<file path="src/rtl/core/lisp_lex_pkg.sv">
`timescale 1ns / 1ps
// ----------------------------------------------------------------------------
// Lisp lexer package
// Token and error codes, character constants and byte classifiers shared
// by the lexer RTL.
// ----------------------------------------------------------------------------
package lisp_lex_pkg;

   // Default counter widths
   localparam int LINE_BITS_DEF   = 20;
   localparam int COLUMN_BITS_DEF = 16;
   localparam int OFFSET_BITS_DEF = 24;

   // Result queue depth (room for two words per step plus slack)
   localparam int RSP_DEPTH = 4;

   // Input command codes
   localparam logic CMD_BYTE = 1'b0;
   localparam logic CMD_EOF  = 1'b1;

   typedef enum logic [3:0] {
      TK_LPAREN   = 4'd0,
      TK_RPAREN   = 4'd1,
      TK_LBRACKET = 4'd2,
      TK_RBRACKET = 4'd3,
      TK_NUMBER   = 4'd4,
      TK_SYMBOL   = 4'd5,
      TK_STRING   = 4'd6,
      TK_EOF      = 4'd7,
      TK_ERROR    = 4'd8
   } tok_kind_type;

   typedef enum logic [1:0] {
      ERR_NONE         = 2'd0,
      ERR_UNEXPECTED   = 2'd1,
      ERR_UNTERMINATED = 2'd2
   } err_kind_type;

   // Lexer modes, one-hot
   typedef enum logic [4:0] {
      MODE_IDLE   = 5'b00001,
      MODE_NUMBER = 5'b00010,
      MODE_SYMBOL = 5'b00100,
      MODE_STRING = 5'b01000,
      MODE_ESCAPE = 5'b10000
   } lex_mode_type;

   // Characters
   localparam logic [7:0] CH_LPAREN   = 8'h28;
   localparam logic [7:0] CH_RPAREN   = 8'h29;
   localparam logic [7:0] CH_LBRACKET = 8'h5B;
   localparam logic [7:0] CH_RBRACKET = 8'h5D;
   localparam logic [7:0] CH_QUOTE    = 8'h22;
   localparam logic [7:0] CH_BSLASH   = 8'h5C;
   localparam logic [7:0] CH_COMMA    = 8'h2C;
   localparam logic [7:0] CH_DOT      = 8'h2E;
   localparam logic [7:0] CH_NL       = 8'h0A;
   localparam logic [7:0] CH_CR       = 8'h0D;
   localparam logic [7:0] CH_TAB      = 8'h09;
   localparam logic [7:0] CH_SPACE    = 8'h20;

   function automatic logic is_digit(input logic [7:0] c);
      return (c >= 8'h30) && (c <= 8'h39);
   endfunction

   function automatic logic is_name_char(input logic [7:0] c);
      logic alnum;
      alnum = is_digit(c) || ((c >= 8'h61) && (c <= 8'h7A)) ||
              ((c >= 8'h41) && (c <= 8'h5A));
      return alnum || (c == 8'h2B) || (c == 8'h2D) || (c == 8'h2A) ||
             (c == 8'h2F) || (c == 8'h3D) || (c == 8'h21) || (c == 8'h3C) ||
             (c == 8'h3E) || (c == 8'h3F) || (c == 8'h5F) || (c == CH_DOT);
   endfunction

   function automatic logic is_separator(input logic [7:0] c);
      return (c == CH_SPACE) || (c == CH_TAB) || (c == CH_NL) ||
             (c == CH_CR) || (c == CH_COMMA);
   endfunction

   function automatic logic is_bracket(input logic [7:0] c);
      return (c == CH_LPAREN) || (c == CH_RPAREN) ||
             (c == CH_LBRACKET) || (c == CH_RBRACKET);
   endfunction

endpackage

</file>
<file path="src/rtl/core/lisp_token_lexer_top.sv">
`timescale 1ns / 1ps
// ----------------------------------------------------------------------------
// Lisp token lexer
// Streams source bytes, tracks line/column/offset and emits token words.
// Output: a token word enters the result queue when the byte that ends it is accepted.
// Throughput: one byte per cycle while req_ready is high; a step can yield two
//   words into the 4-entry result queue, so req_ready drops while < 2 free.
// Reset: synchronous, active high; mode idle, line/column 1, offset 0,
//   result queue empty.
// ----------------------------------------------------------------------------
module lisp_token_lexer_top #(
   parameter int LINE_BITS   = lisp_lex_pkg::LINE_BITS_DEF,
   parameter int COLUMN_BITS = lisp_lex_pkg::COLUMN_BITS_DEF,
   parameter int OFFSET_BITS = lisp_lex_pkg::OFFSET_BITS_DEF
) (
   input  logic                   clock,
   input  logic                   reset,
   // Input words
   input  logic                   req_valid,
   output logic                   req_ready,
   input  logic                   req_cmd,
   input  logic [7:0]             req_byte_value,
   // Result words
   output logic                   rsp_valid,
   input  logic                   rsp_ready,
   output logic [3:0]             rsp_token_kind,
   output logic [1:0]             rsp_error_kind,
   output logic [LINE_BITS-1:0]   rsp_token_line,
   output logic [COLUMN_BITS-1:0] rsp_start_column,
   output logic [OFFSET_BITS-1:0] rsp_value_offset,
   output logic [OFFSET_BITS-1:0] rsp_value_length,
   output logic [7:0]             rsp_bad_char,
   output logic                   rsp_last
);

   localparam int DEPTH    = lisp_lex_pkg::RSP_DEPTH;
   localparam int PTR_BITS = $clog2(DEPTH);
   localparam int CNT_BITS = $clog2(DEPTH + 1);

   typedef struct packed {
      lisp_lex_pkg::tok_kind_type kind;
      lisp_lex_pkg::err_kind_type err;
      logic [LINE_BITS-1:0]       line;
      logic [COLUMN_BITS-1:0]     col;
      logic [OFFSET_BITS-1:0]     off;
      logic [OFFSET_BITS-1:0]     len;
      logic [7:0]                 bad;
      logic                       last;
   } rec_type;

   // Lexer state
   lisp_lex_pkg::lex_mode_type mode_ff, mode_in;
   logic [LINE_BITS-1:0]       line_ff, line_in, tok_line_ff, tok_line_in;
   logic [COLUMN_BITS-1:0]     col_ff, col_in, tok_col_ff, tok_col_in;
   logic [OFFSET_BITS-1:0]     off_ff, off_in, tok_off_ff, tok_off_in;

   // Result queue
   rec_type                    q_mem [DEPTH];
   logic [PTR_BITS-1:0]        wr_ptr_ff, wr_ptr_in, rd_ptr_ff, rd_ptr_in;
   logic [CNT_BITS-1:0]        cnt_ff, cnt_in;

   logic                       req_acc, rsp_acc;
   logic [7:0]                 c;
   logic [LINE_BITS-1:0]       take_line;
   logic [COLUMN_BITS-1:0]     take_col;
   logic [OFFSET_BITS-1:0]     take_off;
   rec_type                    pend_rec, cur_rec, eof_rec, rec_a, rec_b, rec0, rec1;
   logic                       has_a, has_b;
   logic [1:0]                 n_rec;
   rec_type                    head;

   assign req_acc = req_valid && req_ready;
   assign rsp_acc = rsp_valid && rsp_ready;
   assign c       = req_byte_value;

   // Counters after taking the current byte, saturating
   assign take_line = (c == lisp_lex_pkg::CH_NL && line_ff != '1) ?
                      line_ff + 1'b1 : line_ff;
   assign take_col  = (c == lisp_lex_pkg::CH_NL) ? COLUMN_BITS'(1) :
                      ((col_ff != '1) ? col_ff + 1'b1 : col_ff);
   assign take_off  = (off_ff != '1) ? off_ff + 1'b1 : off_ff;

   // Candidate words
   always_comb begin
      pend_rec      = '0;
      pend_rec.kind = lisp_lex_pkg::TK_NUMBER;
      pend_rec.err  = lisp_lex_pkg::ERR_NONE;
      pend_rec.line = tok_line_ff;
      pend_rec.col  = tok_col_ff;
      pend_rec.off  = tok_off_ff;
      pend_rec.len  = off_ff - tok_off_ff;
      unique case (1'b1)
         mode_ff[2]: pend_rec.kind = lisp_lex_pkg::TK_SYMBOL;
         mode_ff[3], mode_ff[4]: begin
            pend_rec.kind = lisp_lex_pkg::TK_ERROR;
            pend_rec.err  = lisp_lex_pkg::ERR_UNTERMINATED;
         end
         default: pend_rec.kind = lisp_lex_pkg::TK_NUMBER;
      endcase

      eof_rec      = '0;
      eof_rec.kind = lisp_lex_pkg::TK_EOF;
      eof_rec.err  = lisp_lex_pkg::ERR_NONE;
      eof_rec.line = line_ff;
      eof_rec.col  = col_ff;
      eof_rec.off  = off_ff;

      cur_rec      = '0;
      cur_rec.err  = lisp_lex_pkg::ERR_NONE;
      cur_rec.line = line_ff;
      cur_rec.col  = col_ff;
      cur_rec.off  = off_ff;
      cur_rec.len  = OFFSET_BITS'(1);
      priority if (c == lisp_lex_pkg::CH_LPAREN) begin
         cur_rec.kind = lisp_lex_pkg::TK_LPAREN;
      end else if (c == lisp_lex_pkg::CH_RPAREN) begin
         cur_rec.kind = lisp_lex_pkg::TK_RPAREN;
      end else if (c == lisp_lex_pkg::CH_LBRACKET) begin
         cur_rec.kind = lisp_lex_pkg::TK_LBRACKET;
      end else if (c == lisp_lex_pkg::CH_RBRACKET) begin
         cur_rec.kind = lisp_lex_pkg::TK_RBRACKET;
      end else begin
         cur_rec.kind = lisp_lex_pkg::TK_ERROR;
         cur_rec.err  = lisp_lex_pkg::ERR_UNEXPECTED;
         cur_rec.bad  = c;
      end
   end

   // Next lexer state and the words this step yields
   always_comb begin
      mode_in     = mode_ff;
      line_in     = line_ff;
      col_in      = col_ff;
      off_in      = off_ff;
      tok_line_in = tok_line_ff;
      tok_col_in  = tok_col_ff;
      tok_off_in  = tok_off_ff;
      has_a       = 1'b0;
      has_b       = 1'b0;
      rec_a       = pend_rec;
      rec_b       = cur_rec;

      if (req_cmd == lisp_lex_pkg::CMD_EOF) begin
         // Flush any open token, then EOF, then back to reset values
         has_a       = (mode_ff != lisp_lex_pkg::MODE_IDLE);
         has_b       = 1'b1;
         rec_b       = eof_rec;
         mode_in     = lisp_lex_pkg::MODE_IDLE;
         line_in     = LINE_BITS'(1);
         col_in      = COLUMN_BITS'(1);
         off_in      = '0;
         tok_line_in = LINE_BITS'(1);
         tok_col_in  = COLUMN_BITS'(1);
         tok_off_in  = '0;
      end else begin
         line_in = take_line;
         col_in  = take_col;
         off_in  = take_off;
         unique case (mode_ff)
            lisp_lex_pkg::MODE_STRING: begin
               if (c == lisp_lex_pkg::CH_QUOTE) begin
                  has_a         = 1'b1;
                  rec_a.kind    = lisp_lex_pkg::TK_STRING;
                  rec_a.err     = lisp_lex_pkg::ERR_NONE;
                  mode_in       = lisp_lex_pkg::MODE_IDLE;
               end else if (c == lisp_lex_pkg::CH_BSLASH) begin
                  mode_in = lisp_lex_pkg::MODE_ESCAPE;
               end
            end
            lisp_lex_pkg::MODE_ESCAPE: mode_in = lisp_lex_pkg::MODE_STRING;
            default: begin
               // Number or symbol continues on its own characters
               if ((mode_ff == lisp_lex_pkg::MODE_NUMBER &&
                    (lisp_lex_pkg::is_digit(c) || c == lisp_lex_pkg::CH_DOT)) ||
                   (mode_ff == lisp_lex_pkg::MODE_SYMBOL &&
                    lisp_lex_pkg::is_name_char(c))) begin
                  mode_in = mode_ff;
               end else begin
                  has_a   = (mode_ff != lisp_lex_pkg::MODE_IDLE);
                  mode_in = lisp_lex_pkg::MODE_IDLE;
                  // Lex the byte from idle
                  priority if (lisp_lex_pkg::is_separator(c)) begin
                     has_b = 1'b0;
                  end else if (lisp_lex_pkg::is_bracket(c)) begin
                     has_b = 1'b1;
                  end else if (c == lisp_lex_pkg::CH_QUOTE) begin
                     tok_line_in = line_ff;
                     tok_col_in  = col_ff;
                     tok_off_in  = take_off;
                     mode_in     = lisp_lex_pkg::MODE_STRING;
                  end else if (lisp_lex_pkg::is_name_char(c)) begin
                     tok_line_in = line_ff;
                     tok_col_in  = col_ff;
                     tok_off_in  = off_ff;
                     mode_in     = lisp_lex_pkg::is_digit(c) ?
                                   lisp_lex_pkg::MODE_NUMBER :
                                   lisp_lex_pkg::MODE_SYMBOL;
                  end else begin
                     has_b = 1'b1;
                  end
               end
            end
         endcase
      end

      // Pack the words; last marks the final one
      rec_a.last = !has_b;
      rec_b.last = 1'b1;
      rec0       = has_a ? rec_a : rec_b;
      rec1       = rec_b;
      n_rec      = {1'b0, has_a} + {1'b0, has_b};
   end

   // Queue pointers and count
   assign req_ready = (cnt_ff <= CNT_BITS'(DEPTH - 2));
   assign rsp_valid = (cnt_ff != '0);

   always_comb begin
      wr_ptr_in = wr_ptr_ff;
      rd_ptr_in = rd_ptr_ff;
      cnt_in    = cnt_ff;
      if (req_acc) begin
         wr_ptr_in = wr_ptr_ff + PTR_BITS'(n_rec);
         cnt_in    = cnt_ff + CNT_BITS'(n_rec);
      end
      if (rsp_acc) begin
         rd_ptr_in = rd_ptr_ff + 1'b1;
         cnt_in    = cnt_in - 1'b1;
      end
   end

   // Control registers
   always_ff @(posedge clock) begin
      if (reset) begin
         mode_ff     <= lisp_lex_pkg::MODE_IDLE;
         line_ff     <= LINE_BITS'(1);
         col_ff      <= COLUMN_BITS'(1);
         off_ff      <= '0;
         tok_line_ff <= LINE_BITS'(1);
         tok_col_ff  <= COLUMN_BITS'(1);
         tok_off_ff  <= '0;
         wr_ptr_ff   <= '0;
         rd_ptr_ff   <= '0;
         cnt_ff      <= '0;
      end else begin
         if (req_acc) begin
            mode_ff     <= mode_in;
            line_ff     <= line_in;
            col_ff      <= col_in;
            off_ff      <= off_in;
            tok_line_ff <= tok_line_in;
            tok_col_ff  <= tok_col_in;
            tok_off_ff  <= tok_off_in;
         end
         wr_ptr_ff <= wr_ptr_in;
         rd_ptr_ff <= rd_ptr_in;
         cnt_ff    <= cnt_in;
      end
   end

   // Queue storage
   always_ff @(posedge clock) begin
      if (req_acc && n_rec != 2'd0) begin
         q_mem[wr_ptr_ff] <= rec0;
         if (n_rec == 2'd2) begin
            q_mem[wr_ptr_ff + 1'b1] <= rec1;
         end
      end
   end

   // Result word at the head
   assign head             = q_mem[rd_ptr_ff];
   assign rsp_token_kind   = head.kind;
   assign rsp_error_kind   = head.err;
   assign rsp_token_line   = head.line;
   assign rsp_start_column = head.col;
   assign rsp_value_offset = head.off;
   assign rsp_value_length = head.len;
   assign rsp_bad_char     = head.bad;
   assign rsp_last         = head.last;

   // Checks
   a_cnt_bound: assert property (@(posedge clock) disable iff (reset)
      cnt_ff <= CNT_BITS'(DEPTH))
      else $error("result queue count exceeds depth");

   a_eof_clears: assert property (@(posedge clock) disable iff (reset)
      (req_acc && req_cmd == lisp_lex_pkg::CMD_EOF) |=>
      (mode_ff == lisp_lex_pkg::MODE_IDLE && off_ff == '0))
      else $error("state not cleared after end of input");

   a_line_nonzero: assert property (@(posedge clock) disable iff (reset)
      line_ff != '0 && col_ff != '0)
      else $error("line or column counter reached zero");

   a_tok_before_off: assert property (@(posedge clock) disable iff (reset)
      tok_off_ff <= off_ff)
      else $error("token start offset ahead of byte offset");

endmodule
</file>
<file path="config.mk">
export PLATFORM = sky130hd
export DESIGN_NAME = lisp_token_lexer_top
export DESIGN_NICKNAME = d
export VERILOG_FILES = /design/src/rtl/core/lisp_lex_pkg.sv /design/src/rtl/core/lisp_token_lexer_top.sv
export SDC_FILE = /design/constraint.sdc
export NUM_CORES = 1
export LEC_CHECK = 0
export BUFFER_PORTS_ARGS = -buffer_cell sky130_fd_sc_hd__clkbuf_2
export CAP_MARGIN = 20
export CORE_MARGIN = 2
export CORE_UTILIZATION = 25
export CTS_CLUSTER_SIZE = 24
export DETAILED_ROUTE_END_ITERATION = 16
export GPL_ROUTABILITY_DRIVEN = 0
export GPL_TIMING_DRIVEN = 0
export HOLD_SLACK_MARGIN = 0.03
export MAX_ROUTING_LAYER = met4
export PLACE_DENSITY = 0.48
export SLEW_MARGIN = 15
export SYNTH_ARGS = -nofsm -noshare
export SYNTH_HDL_FRONTEND = slang
export SYNTH_SLANG_ARGS = --single-unit
</file>
<file path="constraint.sdc">
create_clock -name clock -period 6.8 [get_ports clock]
set_clock_uncertainty 0.1 [all_clocks]
set_input_delay 0 -clock clock [delete_from_list [all_inputs] [get_ports clock]]
set_output_delay 0 -clock clock [all_outputs]
set_load 0.05 [all_outputs]
</file>
==> flow_metrics.py <==
metrics = {
    "power": {
        "p_per_cell_area_mw_per_mm2": 349,
        "power_frac_seq": 0.366,
        "clockPowerShare": 0.322,
        "ir_drop_mv": 0.197,
        "cellLeakagePower_uw": 0.00979,
        "cell_internal_pwr_uw": 6550,
        "part_of_the_power_in_combinational_logic": 0.312,
        "power.switching_uw": 3810,
        "power.share.switching": 0.368,
    },
    "detailed_routing": {
        "route.detailed.wl_per_inst_um": 23.3,
        "finalWirelength_mm": 86.9,
        "drc_errors": 0,
        "postRouteAntennaNets": 0,
        "detailedRoute.firstIterationViolations": 1951,
        "drt-pass1-iter-count": 6,
        "detailroute.via_count": 19600,
        "vias_per_cell": 5.27,
    },
    "synth": {
        "yosys_reg_bits": 530,
        "synth_top_area_cell": "sky130_fd_sc_hd__edfxtp_1",
        "ys_seq_area_frac": 0.539,
        "synth_largest_type_area_fraction": 0.353,
        "synth_top_cells_by_count": "sky130_fd_sc_hd__edfxtp_1 (296), sky130_fd_sc_hd__a22o_1 (295), sky130_fd_sc_hd__dfxtp_1 (234)",
        "yosys_most_used_dff": "sky130_fd_sc_hd__edfxtp_1",
        "synth_cells": 2179,
        "syn_area_per_cell_um2": 11.6,
        "netlist_area_mm2": 0.0252,
        "synth_nets": 2226,
        "synth_top_cells_by_area": "sky130_fd_sc_hd__edfxtp_1 (35%), sky130_fd_sc_hd__dfxtp_1 (19%), sky130_fd_sc_hd__a22o_1 (10%)",
        "synth_most_common_cell": "sky130_fd_sc_hd__edfxtp_1",
        "synth.yosys.warnings": 0,
        "synth_async_sr_flop_share": 0,
        "synth.distinct_cells": 77,
        "synth_edf_count": 296,
    },
    "final_layout": {
        "layout_cell_share_with_drive_strength_beyond_1": 0.153,
        "layoutNonFillerInstCount": 3721,
        "fin_nets": 2418,
        "fill_cells": 10100,
        "multi_input_comb_area_mm2": 0.0106,
        "ff_latch_area_mm2": 0.0136,
        "final_core_utilization": 0.297,
        "number_of_antenna_diodes": 0,
        "area_growth_pct": 17.9,
        "final_cell_area_mm2": 0.0297,
    },
    "worst_setup_path": {
        "crit_path_end_kind": "flip-flop",
        "reg_to_reg_critical_path_startpoint": "mode_ff[2]",
        "worst_setup_start_kind": "input pin",
        "worstRegToRegCells": 14,
        "critical_path.top_delay_family": "simple AND/OR/NAND/NOR gates",
        "worstSetupStartpoint": "req_byte_value[4]",
        "critical_path.max_fanout": 10,
        "path_buf_inv": 8,
        "cp.required_ns": 7.18,
        "timing.rr.end": "q_mem[2][87]",
        "slowest_stage": "sky130_fd_sc_hd__nor4b_2",
        "critPathKind": "in2reg",
        "timing.critical_path.slowest_cell_delay_ns": 0.73,
        "critical_path_depth": 18,
        "worst_ep_arrival_time_ns": 6.96,
        "timing.critical_path.cells": "dlygate4sd3_1, clkbuf_2, buf_6, or4b_4, nor4_4, a31oi_1, inv_2, a21oi_1, nor2_1, inv_2, buf_2, ha_1, nor4b_2, nand2_1, o21ai_2, clkbuf_1, clkbuf_1, a22o_1",
        "crit_path_end": "q_mem[2][87]",
        "r2r_slack_ns": 1.06,
    },
    "cts": {
        "cts_made_buffers": 60,
        "insertion_delay_to_the_later_sink_of_the_worst_skew_pair_ns": 0.64,
        "cts-root-to-sink-buffers": 3,
        "postCtsSetupRepairBufs": 0,
        "clock_tree_from_tritoncts": "yes",
        "clock_sinks": 530,
        "clock-root-buffer": "sky130_fd_sc_hd__clkbuf_16",
        "cts.htree.levels": 2,
        "clkTransAtPathRegs_ns": 0.06,
    },
    "placed_design": {
        "hpwl_mm": 60.2,
        "place.port_buffers": 111,
        "post-place-ws_ns": 0.00833,
        "placed_cell_area_mm2": 0.0275,
        "place_inst": 3593,
    },
    "timing": {
        "worstMarginPinSlew_ns": 1.23,
        "min_period_ns": 6.58,
        "worst_slack_ns": 0.219,
        "setup_repair_after_global_routing_missed_its_margin": "no",
        "post-route-period-util": 0.968,
        "setup_viol_count_final": 0,
        "report.final.hold_viol_count": 0,
        "max_clock_freq_mhz": 152,
        "totalNegativeSetupSlack_ns": 0,
        "relSlewSlack": 0.173,
        "slew_viol_final": 0,
    },
    "outcome": {
        "status": "finished clean",
    },
    "floorplan": {
        "std_cell_rows": 116,
        "io_pins": 114,
        "die_width_um": 321,
        "die-height_um": 321,
        "start_util": 0.252,
        "dieArea_mm2": 0.103,
        "core-area_mm2": 0.100,
    },
    "global_routing": {
        "largest_net_degree_at_the_start_of_global_routing": 60,
        "global_route.overflow_total": 0,
        "antenna_found_initial": 1,
        "grt_util_all_layers": 0.169,
        "first_global_vias": 19300,
        "grt_pass1_wl_mm": 128,
    },
    "worst_hold_path": {
        "hold_path_class": "in2reg",
    },
    "flow_run": {
        "cap_violations": 0,
    },
}
-- cell type report --
class / instances / share of cell area
sequential: 530 / 0.457
timing repair buffer: 130 / 0.0276
inverter: 52 / 0.00725
clock inverter: 20 / 0.00797
multi-input combinational: 1385 / 0.356
buffer: 212 / 0.0288
tap: 1298 / 0.0547
clock buffer: 94 / 0.0604
-- logic make-up after synthesis --
| logic type | after synthesis | synth area share |
|---|---|---|
| AO/OA/AOI/OAI | 627 | 0.180 |
| AND/OR/NAND/NOR | 552 | 0.107 |
| flip-flops | 530 | 0.539 |
| buffers and inverters | 264 | 0.0416 |
| multiplexers | 102 | 0.0898 |
| XOR/XNOR | 70 | 0.0244 |
| adder cells (fa/ha/maj) | 34 | 0.0175 |
-- tightest hold or removal path, delay by kind of cell --
kind            cells  cell delay, ns
buf+inv             1            0.29
compound gates      1            0.13
simple gates        1            0.36
-- how the worst min path moves through the flow --
| stage | from | end | slack, ns | cells after the start |
|---|---|---|---|---|
| after floorplan | req_byte_value[7] | q_mem[3][8] | 0.17 | 2 |
| after global placement | q_mem[2][31] | q_mem[2][31] | 0.33 | 2 |
| after detailed placement | q_mem[1][28] | q_mem[1][28] | 0.34 | 2 |
| after CTS | reset | tok_off_ff[9] | 0.05 | 3 |
| after global routing | reset | off_ff[22] | 0.16 | 3 |
| final | reset | tok_off_ff[9] | 0.09 | 3 |
-- power groups by stage --
stage	clock [uW]	combinational [uW]	sequential (uW)
5_1_grt	3520	3410	3820
3_5_place_dp	0	3270	3860
3_3_place_gp	0	3210	3880
2_1_floorplan	0	2190	3850
4_1_cts	3390	3280	3790
6_report	3340	3230	3790
-- through the flow --
step / hold slack [ns] / total power [uW]
after floorplan: 0.165 / 6030
after global placement: 0.331 / 7100
after detailed placement: 0.340 / 7130
after CTS: 0.0504 / 10500
after global routing: 0.160 / 10700
final: 0.0906 / 10400
-- metal layers --
| layer | global-route usage | wire [um] | vias up |
|---|---|---|---|
| met3 | 0.0247 | 5370 | 166 |
| met2 | 0.278 | 42200 | 739 |
| met5 | - | 0 | - |
| met1 | 0.212 | 36300 | 9967 |
| met4 | 0.0587 | 3090 | 0 |
| li1 | - | - | 8728 |
-- flip-flops by register name (all words and copies together), names as in the netlist, named ones only --
signal       count
col_ff          16
wr_ptr_ff        2
line_ff         20
cnt_ff           3
off_ff          24
tok_col_ff      16
tok_line_ff     20
mode_ff          5
rd_ptr_ff        2
tok_off_ff      24
q_mem          396
-- what timing repair did --
item                                    4_1_cts  5_1_grt
gates resized for setup                       0        2
hold buffers                                 10        0
endpoints found under the hold margin        38        0
endpoints found under the setup margin        0       10
-- layout by cell type (no fill, tap or decap), types with 5 or more instances in the layout --
master	n
sky130_fd_sc_hd__clkbuf_16	62
sky130_fd_sc_hd__a21oi_1	104
sky130_fd_sc_hd__inv_6	6
sky130_fd_sc_hd__clkinv_2	7
sky130_fd_sc_hd__nand2_1	147
sky130_fd_sc_hd__clkbuf_2	112
sky130_fd_sc_hd__clkbuf_8	12
sky130_fd_sc_hd__and4_1	5
sky130_fd_sc_hd__nand3_1	83
sky130_fd_sc_hd__a22o_1	295
sky130_fd_sc_hd__o22ai_1	16
sky130_fd_sc_hd__buf_1	15
sky130_fd_sc_hd__bufinv_16	5
sky130_fd_sc_hd__nand3b_1	15
sky130_fd_sc_hd__nor4_1	10
sky130_fd_sc_hd__and3_1	16
sky130_fd_sc_hd__nor2b_1	14
sky130_fd_sc_hd__o21a_1	8
sky130_fd_sc_hd__o2bb2ai_1	5
sky130_fd_sc_hd__xor2_1	42
sky130_fd_sc_hd__a21o_1	8
sky130_fd_sc_hd__o21ai_1	55
sky130_fd_sc_hd__ha_1	32
sky130_fd_sc_hd__nor2_1	146
sky130_fd_sc_hd__dlygate4sd3_1	10
sky130_fd_sc_hd__o211ai_1	6
sky130_fd_sc_hd__buf_2	36
sky130_fd_sc_hd__mux4_2	99
sky130_fd_sc_hd__nand4_1	20
sky130_fd_sc_hd__and2_1	11
sky130_fd_sc_hd__dfxtp_1	234
sky130_fd_sc_hd__inv_1	45
sky130_fd_sc_hd__a31oi_1	17
sky130_fd_sc_hd__or3_1	34
sky130_fd_sc_hd__xnor2_1	28
sky130_fd_sc_hd__edfxtp_1	296
sky130_fd_sc_hd__clkbuf_1	179
sky130_fd_sc_hd__nor3_1	18
sky130_fd_sc_hd__o21ai_0	67
Note: power is estimated with default switching activity, not from simulation.
